`src/hdl/mhbl_pkg.sv`:
```
package mhbl_pkg;

  localparam int unsigned COORD_W = 32;
  localparam int unsigned IDX_W = 10;
  localparam int unsigned COUNT_W = 12;
  localparam int unsigned PCOUNT_W = 11;
  localparam logic [COUNT_W-1:0] COUNT_MAX = 12'd4095;

  localparam logic OP_LOAD = 1'b0;
  localparam logic OP_QUERY = 1'b1;

  localparam logic REG_HOP_LIMIT = 1'b0;
  localparam logic REG_POINT_COUNT = 1'b1;

  typedef struct packed {
    logic [COORD_W-1:0]  hop_limit;
    logic [PCOUNT_W-1:0] point_count;
    logic                wr_limit;
    logic                wr_count;
  } cfg_t;

  typedef enum logic [3:0] {
    S_IDLE,
    S_B_CI,
    S_B_CAP,
    S_FW_RD,
    S_FW_CMP,
    S_BW_RD,
    S_BW_CMP,
    S_B0_WR,
    S_D_RD1,
    S_D_RD2,
    S_D_WR,
    S_Q_RD,
    S_Q_CMP,
    S_Q_FIN,
    S_Q_END,
    S_RES
  } state_t;

endpackage

```
`src/hdl/mhbl_cfg.sv`:
```
module mhbl_cfg (
  input  logic                 clk,
  input  logic                 rst,
  input  logic                 psel,
  input  logic                 penable,
  input  logic                 pwrite,
  input  logic [2:0]           paddr,
  input  logic [31:0]          pwdata,
  output logic [31:0]          prdata,
  output logic                 pready,
  output mhbl_pkg::cfg_t       cfg
);

  logic [mhbl_pkg::COORD_W-1:0]  hop_limit;
  logic [mhbl_pkg::PCOUNT_W-1:0] point_count;
  logic                          wr;

  assign pready = 1'b1;
  assign wr = psel && penable && pwrite;

  always_ff @(posedge clk) begin
    if (rst) begin
      hop_limit <= '0;
      point_count <= mhbl_pkg::PCOUNT_W'(1);
    end else if (wr) begin
      if (paddr[2] == mhbl_pkg::REG_HOP_LIMIT) begin
        hop_limit <= pwdata;
      end else begin
        point_count <= pwdata[mhbl_pkg::PCOUNT_W-1:0];
      end
    end
  end

  always_comb begin
    if (paddr[2] == mhbl_pkg::REG_HOP_LIMIT) begin
      prdata = hop_limit;
    end else begin
      prdata = {{(32 - mhbl_pkg::PCOUNT_W){1'b0}}, point_count};
    end
  end

  always_comb begin
    cfg.hop_limit = hop_limit;
    cfg.point_count = point_count;
    cfg.wr_limit = wr && (paddr[2] == mhbl_pkg::REG_HOP_LIMIT);
    cfg.wr_count = wr && (paddr[2] == mhbl_pkg::REG_POINT_COUNT);
  end

endmodule

```
`config.mk`:
```
export PLATFORM = sky130hd
export DESIGN_NAME = mhbl_cfg
export DESIGN_NICKNAME = d
export VERILOG_FILES = /design/src/hdl/mhbl_pkg.sv /design/src/hdl/mhbl_cfg.sv
export SDC_FILE = /design/constraint.sdc
export NUM_CORES = 1
export LEC_CHECK = 0
export BUFFER_PORTS_ARGS = -buffer_cell sky130_fd_sc_hd__buf_2
export CORE_ASPECT_RATIO = 0.5
export CORE_MARGIN = 2
export CORE_UTILIZATION = 45
export DETAILED_ROUTE_END_ITERATION = 8
export GPL_TIMING_DRIVEN = 0
export HOLD_SLACK_MARGIN = 0.05
export MAX_ROUTING_LAYER = met4
export PLACE_DENSITY = 0.78
export SETUP_SLACK_MARGIN = 0.3
export SLEW_MARGIN = 40
export SYNTH_ARGS = -nofsm -noshare
export SYNTH_HDL_FRONTEND = slang
export SYNTH_SLANG_ARGS = --single-unit
```
`constraint.sdc`:
```
create_clock -name clk -period 1.22 [get_ports clk]
set_clock_uncertainty 0.05 [all_clocks]
set_input_delay 0.244 -clock clk [delete_from_list [all_inputs] [get_ports clk]]
set_output_delay 0.244 -clock clk [all_outputs]
set_load 0.05 [all_outputs]
```
==> metrics, run 1 <==
status=did not finish; Stop stage=global routing; error message=[ERROR DPL-0038] Utilization greater than 100%, impossible to legalize; IO Pins=118; # placed instances=394; Final Wtd Congestion=0.736; Yosys top cell area share=0.395; largest net degree at the start of global routing=13; syn_area_per_cell=10.1 um2; Clock H-tree levels=2; Initial Util=0.481; synth warn=0; DPL Wire Length=4240 um; part of the Yosys area used for sequential elements=0.395; most numerous cell in the Yosys netlist=nand2b_1; category of the worst endpoint=primary output; post-synth top area cell=dfxtp_1; hold_buf cts=0; post-GRT worst EP=prdata[10]; Distinct cells, synth=16; number of core rows=17; synthesized area=0.00218 mm2; Mapped Cells=216; # port buffers=112; die height=53.2 um; Sink Count=43; Longest Clk Path Bufs=2; ys flop type=dfxtp_1; Commonest cells post-synth=nand2b_1, dfxtp_1, mux2i_1; top cells by area, synth=dfxtp_1, nand2b_1, mux2i_1; Die X-Extent=102 um; syn_nets=256; synthesis-stage register bit count=43; root buffer cell=clkbuf_8; CTS Buf Count=5; Post-synth ARST share=0; Post-synth EDFFs=0
[logic make-up after synthesis]
logic type	count (synthesis)	share of synthesized area
buf+inv	19	0.0649
flops	43	0.395
mux	54	0.254
other cells	1	0.00172
simple gates	99	0.284
[repair_timing]
item                                    CTS
buffers inserted                         30
endpoints found under the setup margin  112
gates cloned                              3
gates resized for setup                 232
pin swaps                                 1
[metrics by stage]
| step | cell area, um2 | utilization | hold slack (ns) | setup slack (ns) |
|---|---|---|---|---|
| 2_1_floorplan | 2510 | - | 0.338 | 0.00456 |
| 3_3_place_gp | 3160 | 0.697 | 0.413 | -0.274 |
| 3_5_place_dp | 3160 | 0.697 | 0.419 | -0.280 |
| 4_1_cts | 4350 | 0.960 | 0.142 | -0.125 |
==> run 2: changes to the inputs <==
==> config.mk (replaced) <==
export PLATFORM = sky130hd
export DESIGN_NAME = mhbl_cfg
export DESIGN_NICKNAME = d
export VERILOG_FILES = /design/src/hdl/mhbl_pkg.sv /design/src/hdl/mhbl_cfg.sv
export SDC_FILE = /design/constraint.sdc
export NUM_CORES = 1
export LEC_CHECK = 0
export BUFFER_PORTS_ARGS = -buffer_cell sky130_fd_sc_hd__buf_2
export CORE_MARGIN = 2
export CORE_UTILIZATION = 35
export DETAILED_ROUTE_END_ITERATION = 8
export GPL_TIMING_DRIVEN = 0
export PLACE_DENSITY_LB_ADDON = 0.15
export SLEW_MARGIN = 40
export SYNTH_ARGS = -nofsm -noshare
export SYNTH_HDL_FRONTEND = slang
export SYNTH_SLANG_ARGS = --single-unit
==> run 2 against run 1 <==
Effect of this change:
- the flow now finishes, with violations (setup timing)
- synthesized cell count stayed put
- area after synthesis stayed put
==> metrics, run 2 <==
total power draw=3.06 mW; CTS Buf Count=5 (unchanged); FF-to-FF path depth=4; syn_area_per_cell=10.1 um2 (unchanged); synthesis-stage register bit count=43 (unchanged); Post-synth ARST share=0 (unchanged); CP Max Fanout=2; Initial DRC Count=40; Commonest cells post-synth=nand2b_1, dfxtp_1, mux2i_1; most numerous cell in the Yosys netlist=nand2b_1; Hold Startpoint=pwdata[20]; first-pass GRT wire length=9960 um; Hold/Removal Path Class=primary input to flip-flop; cell chain of the critical path=mux2_4 -> buf_8; status=finished with violations; Syn-to-layout area delta=74.8%; drt pass-1 iters=4; Die X-Extent=82.9 um (-19%); hold_buf cts=0 (unchanged); worst setup margin=-0.128 ns; area of the multi-input gates=0.00137 mm2; max incr delay on CP=0.34 ns; worst reg2reg setup slack=0.36 ns; drt via density=4.54; IO Pins=118 (unchanged); minimum clock period=1.35 ns; drc violations=0; ys flop type=dfxtp_1; Sink Count=43 (unchanged); synthesized area=0.00218 mm2 (unchanged); synth warn=0 (unchanged); final net count=401; # port buffers=112 (unchanged); GRT Overall Usage=0.177; fillers=507; Setup CP Type=flip-flop to output port; Final Wtd Congestion=0.664 (-9.7%); core area=0.00596 mm2; PwrDens=803 mW/mm2; Hold Path Depth=3; Clock H-tree levels=2 (unchanged); Initial Util=0.366 (-0.115); routed length per instance=14.1 um; Startpoint Class=flip-flop; DPL Wire Length=4150 um (-2.1%); Post-synth EDFFs=0 (unchanged); die area=0.00687 mm2; worst path required time=0.93 ns; Lkg Pwr=1.69 nW; Mapped Cells=216 (unchanged); Post-DRT Antenna Nets=0; clock slew seen by the registers of the worst setup and hold paths=0.08 ns; Peak VDD IR=0.425 mV; hold_ws=0.139 ns; failing checks=setup timing; final slew viol count=0; reg2reg start=hop_limit[29]; Longest Clk Path Bufs=2 (unchanged); Reg area=917 um2; Critical Path Sink Type=output port; part of the Yosys area used for sequential elements=0.395 (unchanged); final hold vios=0; grt ovf=0; max reg flops=32; Tcrit/Tclk final=1.11; top cells by area, synth=dfxtp_1, nand2b_1, mux2i_1; CTS tree=done; die height=82.9 um (+56%); syn_nets=256 (unchanged); Top Registers=hop_limit x32, point_count x11; DRT Wirelength=6150 um; routed via count=1981; clk_lat worst skew=0.29 ns; vias in the first global route=2091; number of core rows=28 (+11); antenna cells=0; Slowest-stage cell, CP=dfxtp_2; post-synth top area cell=dfxtp_1; CP Data Arrival Time=1.05 ns; Distinct cells, synth=16 (unchanged); Reg2Reg Capture Point=hop_limit[29]; share of cells above drive strength 1=0.637; Yosys top cell area share=0.395 (unchanged); max-cap viol count=0; Max Clock Freq=0.742 GHz; Biggest register=hop_limit; largest net degree at the start of global routing=13; root buffer cell=clkbuf_8; initial antenna violation count=0; Hold Path End=hop_limit[20]; commonest non-fill, non-tap cell in the layout=nand2b_1; unrepaired setup endpoints after global routing=yes; setup violators final=31; commonest non-fill, non-tap cells in the layout=nand2b_1, buf_2, mux2i_1
==> run 2: how the worst max path moves through the flow <==
stage / from / end / slack [ns] / cells after the start
4_1_cts: point_count[0] / prdata[0] / -0.13 / 2
5_1_grt: hop_limit[3] / prdata[3] / -0.16 / 2
3_5_place_dp: paddr[2] / cfg[1] / -0.28 / 5
3_3_place_gp: paddr[2] / cfg[1] / -0.28 / 5
6_report: hop_limit[4] / prdata[4] / -0.13 / 2
2_1_floorplan: hop_limit[11] / prdata[11] / -0.12 / 1
==> run 2: critical path: cells and delay by family, from the launching register on <==
kind | cells | cell delay, ns
muxes | 1 | 0.27
DFF | 1 | 0.34
buffers and inverters | 1 | 0.15
==> run 2: stage by stage <==
stage / instance area (um2) / cells / util / setup TNS [ns] / setup slack (ns)
after floorplan: 2450 / 216 / - / -0.123 / -0.123
after global placement: 3100 / 403 / 0.521 / -6.47 / -0.278
after detailed placement: 3100 / 403 / 0.521 / -6.17 / -0.277
after CTS: 3600 / 424 / 0.605 / -1.80 / -0.131
after global routing: 3810 / 436 / 0.639 / -2.94 / -0.160
final: 3810 / 436 / 0.639 / -1.64 / -0.128
==> run 2: cells by family after synthesis <==
family | share of synthesized area
other | 0.00172
buffers and inverters | 0.0649
AND/OR/NAND/NOR | 0.284
multiplexers | 0.254
flip-flops | 0.395
==> run 2: area by class of cell <==
class	count	area share
buffer	17	0.0417
clock buffer	6	0.0217
clock inverter	1	0.00131
inverter	1	0.000986
multi-input combinational	154	0.360
sequential	43	0.241
tap	75	0.0246
timing repair buffer	139	0.309
==> run 2: timing repair <==
action	in CTS	in global routing
endpoints found under the setup margin	35	67
resized for setup	97	40
buffers inserted	14	13
==> run 2: report_power, final <==
group,internal [mW],switching (mW)
clock,0.445,0.484
sequential,1.44,0.0237
combinational,0.294,0.373
==> run 2: metal layers <==
metal  global-route usage  share of wire  vias to the layer above
li1                     -              -                      983
met1                0.221           0.44                      921
met2                0.295           0.48                       71
met3               0.0467          0.066                        6
met4               0.0626          0.011                        0
met5                    0              0                        -
No activity file was read; power rests on OpenSTA's default activity.
==> run 3: changes to the inputs <==
--- a/config.mk
+++ b/config.mk
@@ -5,11 +5,13 @@
 export SDC_FILE = /design/constraint.sdc
 export NUM_CORES = 1
 export LEC_CHECK = 0
+export ABC_AREA = 1
 export BUFFER_PORTS_ARGS = -buffer_cell sky130_fd_sc_hd__buf_2
 export CORE_MARGIN = 2
 export CORE_UTILIZATION = 35
 export DETAILED_ROUTE_END_ITERATION = 8
 export GPL_TIMING_DRIVEN = 0
+export MAX_ROUTING_LAYER = met4
 export PLACE_DENSITY_LB_ADDON = 0.15
 export SLEW_MARGIN = 40
 export SYNTH_ARGS = -nofsm -noshare
==> run 3 against run 2 <==
Effect of this change:
- the run still ends with setup timing left
- non-clock buffer count shrank 11
- via count up 26%
- cell count grew 28%
- combinational power is 43% higher
- routed wire length rose by 12%
- sequential share of layout area down 0.25 points
- area after synthesis up 1.6%
- global-route usage rose by 2.4 points
- design area up 1.1%
- sequential power grew 3%
- utilization down 0.079 points
- hold slack improved by 0.0030 ns
==> metrics, run 3 <==
Yosys top cell area share=0.389 (-0.00603); CTS Buf Count=5 (unchanged); Reg area=917 um2 (unchanged); Syn-to-layout area delta=74.0%; unrepaired setup endpoints after global routing=yes; Slowest-stage cell, CP=dfxtp_2; crit-path leading delay family=flip-flops; max-cap viol count=0 (unchanged); clk_lat worst skew=0.29 ns (about the same); Max Clock Freq=0.814 GHz (+9.7%); Die X-Extent=83.5 um (+0.74%); cell chain of the critical path=inv_2 -> nor2_4 -> buf_6; Lkg Pwr=1.86 nW (+10%); DP Worst Slack=-0.292 ns (-0.0152 ns); Longest Clk Path Bufs=2 (unchanged); Final Non-Filler Cells=556 (+28%); failing checks=setup timing; largest net degree at the start of global routing=12 (-1); setup violators final=1 (-97%); Post-synth EDFFs=0 (unchanged); fillers=554 (+9.3%); Distinct cells, synth=17 (+1); max reg flops=32 (unchanged); syn_nets=392 (+53%); DPL Wire Length=4760 um (+15%); CTS tree=done; routed via count=2492 (+26%); ys flop type=dfxtp_1; final net count=522 (+30%); Hold/Removal Path Class=primary input to flip-flop; PwrDens=854 mW/mm2 (+6.4%); CP bufs+invs=2 (+1); synthesized area=0.00221 mm2 (+1.6%); drt pass-1 iters=4 (unchanged); Clock H-tree levels=2 (unchanged); grt ovf=0 (unchanged); Sink Count=43 (unchanged); Critical Path Sink Type=output port; final core occ=0.639 (-0.000792); synth warn=0 (unchanged); status=finished with violations; Commonest cells post-synth=nor2_1, nand2_1, inv_1; initial antenna violation count=0 (unchanged); IO Pins=118 (unchanged); share of cells above drive strength 1=0.570 (-0.0675); post-synth top area cell=dfxtp_1; part of the Yosys area used for sequential elements=0.389 (-0.00603); minimum clock period=1.23 ns (-0.119 ns); total power draw=3.29 mW (+7.5%); Biggest register=hop_limit; GRT Overall Usage=0.201 (+0.0243); syn_area_per_cell=6.28 um2 (-38%); Post-synth ARST share=0 (unchanged); CP Data Arrival Time=0.94 ns (-0.11 ns); top cells by area, synth=dfxtp_1, nor2_1, nand2_1; final hold vios=0 (unchanged); core area=0.00603 mm2 (+1.2%); first-pass GRT wire length=11300 um (+13%); Final Wtd Congestion=0.826 (+24%); CP Max Fanout=3 (+1); DRT Wirelength=6870 um (+12%); Mapped Cells=352 (+63%); drc violations=0 (unchanged); drt via density=4.48 (-1.4%); synthesis-stage register bit count=43 (unchanged); max incr delay on CP=0.35 ns (about the same); hold_buf cts=0 (unchanged); # placed instances=540 (+34%); clock slew seen by the registers of the worst setup and hold paths=0.08 ns (about the same); Tcrit/Tclk final=1.01 (-0.0978); number of core rows=28 (unchanged); Setup CP Type=flip-flop to output port; commonest non-fill, non-tap cells in the layout=nor2_1, buf_2, nand2_1; Top Registers=hop_limit x32, point_count x11; commonest non-fill, non-tap cell in the layout=nor2_1; Initial DRC Count=105 (+160%); area of the multi-input gates=0.00127 mm2 (-7.6%); routed length per instance=12.4 um (-12%); Post-DRT Antenna Nets=0 (unchanged); die height=83.5 um (+0.74%); vias in the first global route=2432 (+16%); Startpoint Class=flip-flop; Initial Util=0.367 (+0.00135); most numerous cell in the Yosys netlist=nor2_1; # port buffers=113 (+0.89%); Peak VDD IR=0.455 mV (+7.1%); worst path required time=0.93 ns (about the same); root buffer cell=clkbuf_8; worst setup margin=-0.00912 ns (+0.119 ns); final slew viol count=0 (unchanged); Final TNS setup=-0.00912 ns (+1.64 ns); die area=0.00697 mm2 (+1.5%); antenna cells=0 (unchanged)
==> run 3: changes by cell type after synthesis, moves of 21 or more <==
cell,previous run,this run
nor2b_1,21,0
mux2i_1,43,0
nand2_1,0,77
nand2b_1,74,0
inv_1,1,54
nand3_1,0,42
nor2_1,2,105
==> run 3: report_power, final <==
| part | total [mW] | internal, mW | switching (mW) |
|---|---|---|---|
| Clock | 0.824 | 0.382 | 0.442 |
| Combinational | 0.957 | 0.343 | 0.614 |
| Sequential | 1.51 | 1.46 | 0.0450 |
| Total | 3.29 | 2.19 | 1.10 |
==> run 3: per-stage QoR <==
step                      hold slack (ns)  area, um2
after global routing                0.152       3850
after floorplan                     0.320       2510
final                               0.142       3850
after CTS                           0.139       3600
after global placement              0.400       3170
after detailed placement            0.405       3170
==> run 3: cell families (layout without fill, tap and decap cells) <==
family | count (synthesis) | count (layout) | synth area share
simple gates | 229 | 229 | 0.436
buf+inv | 78 | 207 | 0.171
flops | 43 | 43 | 0.389
other cells | 1 | 1 | 0.00170
compound gates | 1 | 1 | 0.00226
==> run 3: final cells by class <==
cell class	instances	area share
timing repair buffer	123	0.269
buffer	22	0.0614
multi-input combinational	231	0.329
inverter	56	0.0585
tap	75	0.0244
clock buffer	6	0.0189
sequential	43	0.238
==> run 3: worst register-to-register path, stage by stage (launching register included) <==
cell	delay, ns
dfxtp_2	0.33
buf_4	0.12
nor2_1	0.11
nor2_1	0.06
==> run 3: final timing paths <==
path,end,slack (ns),startpoint,cells after the start
worst max-delay path,prdata[29],-0.009,hop_limit[29],3
worst min-delay path,point_count[0],0.14,pwdata[0],3
worst max register to register,point_count[2],0.45,point_count[2],3
worst min register to register,point_count[0],0.43,point_count[0],2
==> run 3: what timing repair did <==
| action | CTS | global route |
|---|---|---|
| pin swaps | 15 | 19 |
| gates resized for setup | 123 | 66 |
| cloned | 0 | 1 |
| endpoints found under the setup margin | 34 | 67 |
| buffers inserted | 4 | 5 |
==> run 3: routing by layer <==
metal | vias up | share of wire | GRT usage
met3 | 7 | 0.050 | 0.0317
li1 | 1287 | - | -
met1 | 1124 | 0.44 | 0.250
met4 | 0 | 0.0092 | 0.0528
met2 | 74 | 0.50 | 0.343
met5 | - | 0 | -
==> run 4: changes to the inputs <==
--- a/config.mk
+++ b/config.mk
@@ -9,10 +9,12 @@
 export BUFFER_PORTS_ARGS = -buffer_cell sky130_fd_sc_hd__buf_2
 export CORE_MARGIN = 2
 export CORE_UTILIZATION = 35
+export CTS_BUF_LIST = sky130_fd_sc_hd__clkbuf_2 sky130_fd_sc_hd__clkbuf_4 sky130_fd_sc_hd__clkbuf_8
 export DETAILED_ROUTE_END_ITERATION = 8
 export GPL_TIMING_DRIVEN = 0
 export MAX_ROUTING_LAYER = met4
 export PLACE_DENSITY_LB_ADDON = 0.15
+export SKIP_CTS_REPAIR_TIMING = 1
 export SLEW_MARGIN = 40
 export SYNTH_ARGS = -nofsm -noshare
 export SYNTH_HDL_FRONTEND = slang
==> run 4 against run 3 <==
Effect of this change:
- routed wire length is 2.3% lower
- clock-buffer cell count unchanged
- global-route usage decreased by 1.3 points
- the flow still finishes with violations (setup timing)
- largest cell class unchanged
- power hardly changed
- critical path depth grew 1
- critical path type is now primary input to output port
- highest routed layer unchanged
- die area unchanged
- first-iteration DRC count is 29% lower
- utilization fell by 0.98 points
- critical endpoint is now prdata[23]
- fmax down 1.3%
==> metrics, run 4 (same netlist as run 3, synthesis figures left out) <==
Tcrit/Tclk final=1.02 (+0.0128); vias in the first global route=2310 (-5.0%); failing checks=setup timing; Longest Clk Path Bufs=2 (unchanged); worst setup margin=-0.0247 ns (-0.0156 ns); core area=0.00603 mm2 (unchanged); final net count=520 (-0.38%); grt ovf=0 (unchanged); IO Pins=118 (unchanged); PwrDens=867 mW/mm2 (+1.6%); Initial DRC Count=75 (-29%); Peak VDD IR=0.472 mV (+3.9%); Sw Ratio=0.332 (-0.00310); Sink Count=43 (unchanged); Final Non-Filler Cells=554 (-0.36%); commonest non-fill, non-tap cells in the layout=nor2_1, nand2_1, buf_2; DRT Wirelength=6720 um (-2.3%); Max Clock Freq=0.803 GHz (-1.3%); CP Data Arrival Time=0.95 ns (about the same); Net Switching=1.09 mW (-0.92%); drt pass-1 iters=4 (unchanged); setup violators final=18 (+17); fillers=578 (+4.3%); CTS tree=done; routed length per instance=12.1 um (-1.9%); Critical Path Sink Type=output port; cell-internal power=2.20 mW (+0.47%); worst path required time=0.93 ns (about the same); clock slew seen by the registers of the worst setup and hold paths=0.07 ns (about the same); CP Max Fanout=10 (+7); status=finished with violations; minimum clock period=1.24 ns (+0.0156 ns); hold_ws=0.142 ns (-0.000183 ns); commonest non-fill, non-tap cell in the layout=nor2_1; share of cells above drive strength 1=0.549 (-0.0206); Reg power frac=0.458 (about the same); Lkg Pwr=1.84 nW (-0.90%); CTS Buf Count=5 (unchanged); drc violations=0 (unchanged); Initial Util=0.367 (unchanged); GRT Overall Usage=0.189 (-0.0128); clock network fraction of design power=0.257 (+0.006); antenna cells=0 (unchanged); cell chain of the critical path=buf_6 -> buf_4 -> nor2_4 -> buf_8; Clock H-tree levels=2 (unchanged); drt via density=4.47 (-0.16%); max-cap viol count=0 (unchanged); Hold/Removal Path Class=primary input to flip-flop; final core occ=0.629 (-0.00976); Biggest register=hop_limit; CP bufs+invs=3 (+1); die height=83.5 um (unchanged); final slew viol count=0 (unchanged); crit-path leading delay family=buffers and inverters; Syn-to-layout area delta=71.3%; initial antenna violation count=0 (unchanged); clk_lat worst skew=0.29 ns (about the same); root buffer cell=clkbuf_8; first-pass GRT wire length=10600 um (-6.4%); DPL Wire Length=4760 um (unchanged); Top Registers=hop_limit x32, point_count x11; Setup CP Type=primary input to output port; Final Wtd Congestion=0.826 (unchanged); largest net degree at the start of global routing=12 (unchanged); die area=0.00697 mm2 (unchanged); Die X-Extent=83.5 um (unchanged); # port buffers=113 (unchanged); unrepaired setup endpoints after global routing=yes; max incr delay on CP=0.32 ns (-0.03 ns); total power draw=3.29 mW (about the same); number of core rows=28 (unchanged); Startpoint Class=primary input; Post-DRT Antenna Nets=0 (unchanged); routed via count=2479 (-0.52%); Logic pwr share=0.285 (-0.006); max reg flops=32 (unchanged); final hold vios=0 (unchanged); # placed instances=540 (unchanged); Slowest-stage cell, CP=buf_4
[run 4: path summary, 6_finish.rpt]
path                    endpoint      startpoint  cells past startpoint  slack, ns
hold / removal    point_count[0]       pwdata[0]                      3       0.14
setup / recovery      prdata[23]        paddr[2]                      4      -0.02
setup reg to reg   hop_limit[26]   hop_limit[26]                      3       0.46
hold reg to reg   point_count[4]  point_count[4]                      2       0.43
[run 4: routing by layer]
| layer | GRT usage | wire [um] |
|---|---|---|
| met1 | 0.231 | 2900 |
| met2 | 0.320 | 3430 |
| met3 | 0.0336 | 328 |
| met4 | 0.0543 | 59 |
| met5 | - | 0 |
[run 4: metrics by stage]
| step | worst slack, ns | instance area, um2 | setup TNS [ns] |
|---|---|---|---|
| 6_report | -0.0247 | 3790 | -0.196 |
| 5_1_grt | -0.0727 | 3790 | -1.36 |
| 4_1_cts | -0.296 | 3250 | -5.96 |
| 3_5_place_dp | -0.292 | 3170 | -5.51 |
| 3_3_place_gp | -0.281 | 3170 | -5.22 |
| 2_1_floorplan | 0.00333 | 2510 | 0 |
[run 4: final cells by class]
cell class,instances,area [um2],area share
flip-flops and latches,43,915,0.241
repair buffers,121,1020,0.270
clock buffers,6,76.3,0.0201
well taps,75,93.8,0.0248
multi-input cells,231,1240,0.328
plain buffers,22,223,0.0588
inverters,56,215,0.0568
[run 4: tightest hold or removal path, cell delays in order]
cell and delay [ns]:
buf_2 0.08, nand2_1 0.06, nand3_1 0.07
[run 4: power by group through the flow]
stage	Combinational [mW]	Clock (mW)	Sequential [mW]
floorplan	0.438	0	1.70
global placement	0.807	0	1.53
detailed placement	0.815	0	1.53
CTS	0.816	0.865	1.50
global route	1.01	0.937	1.51
finish	0.936	0.846	1.51
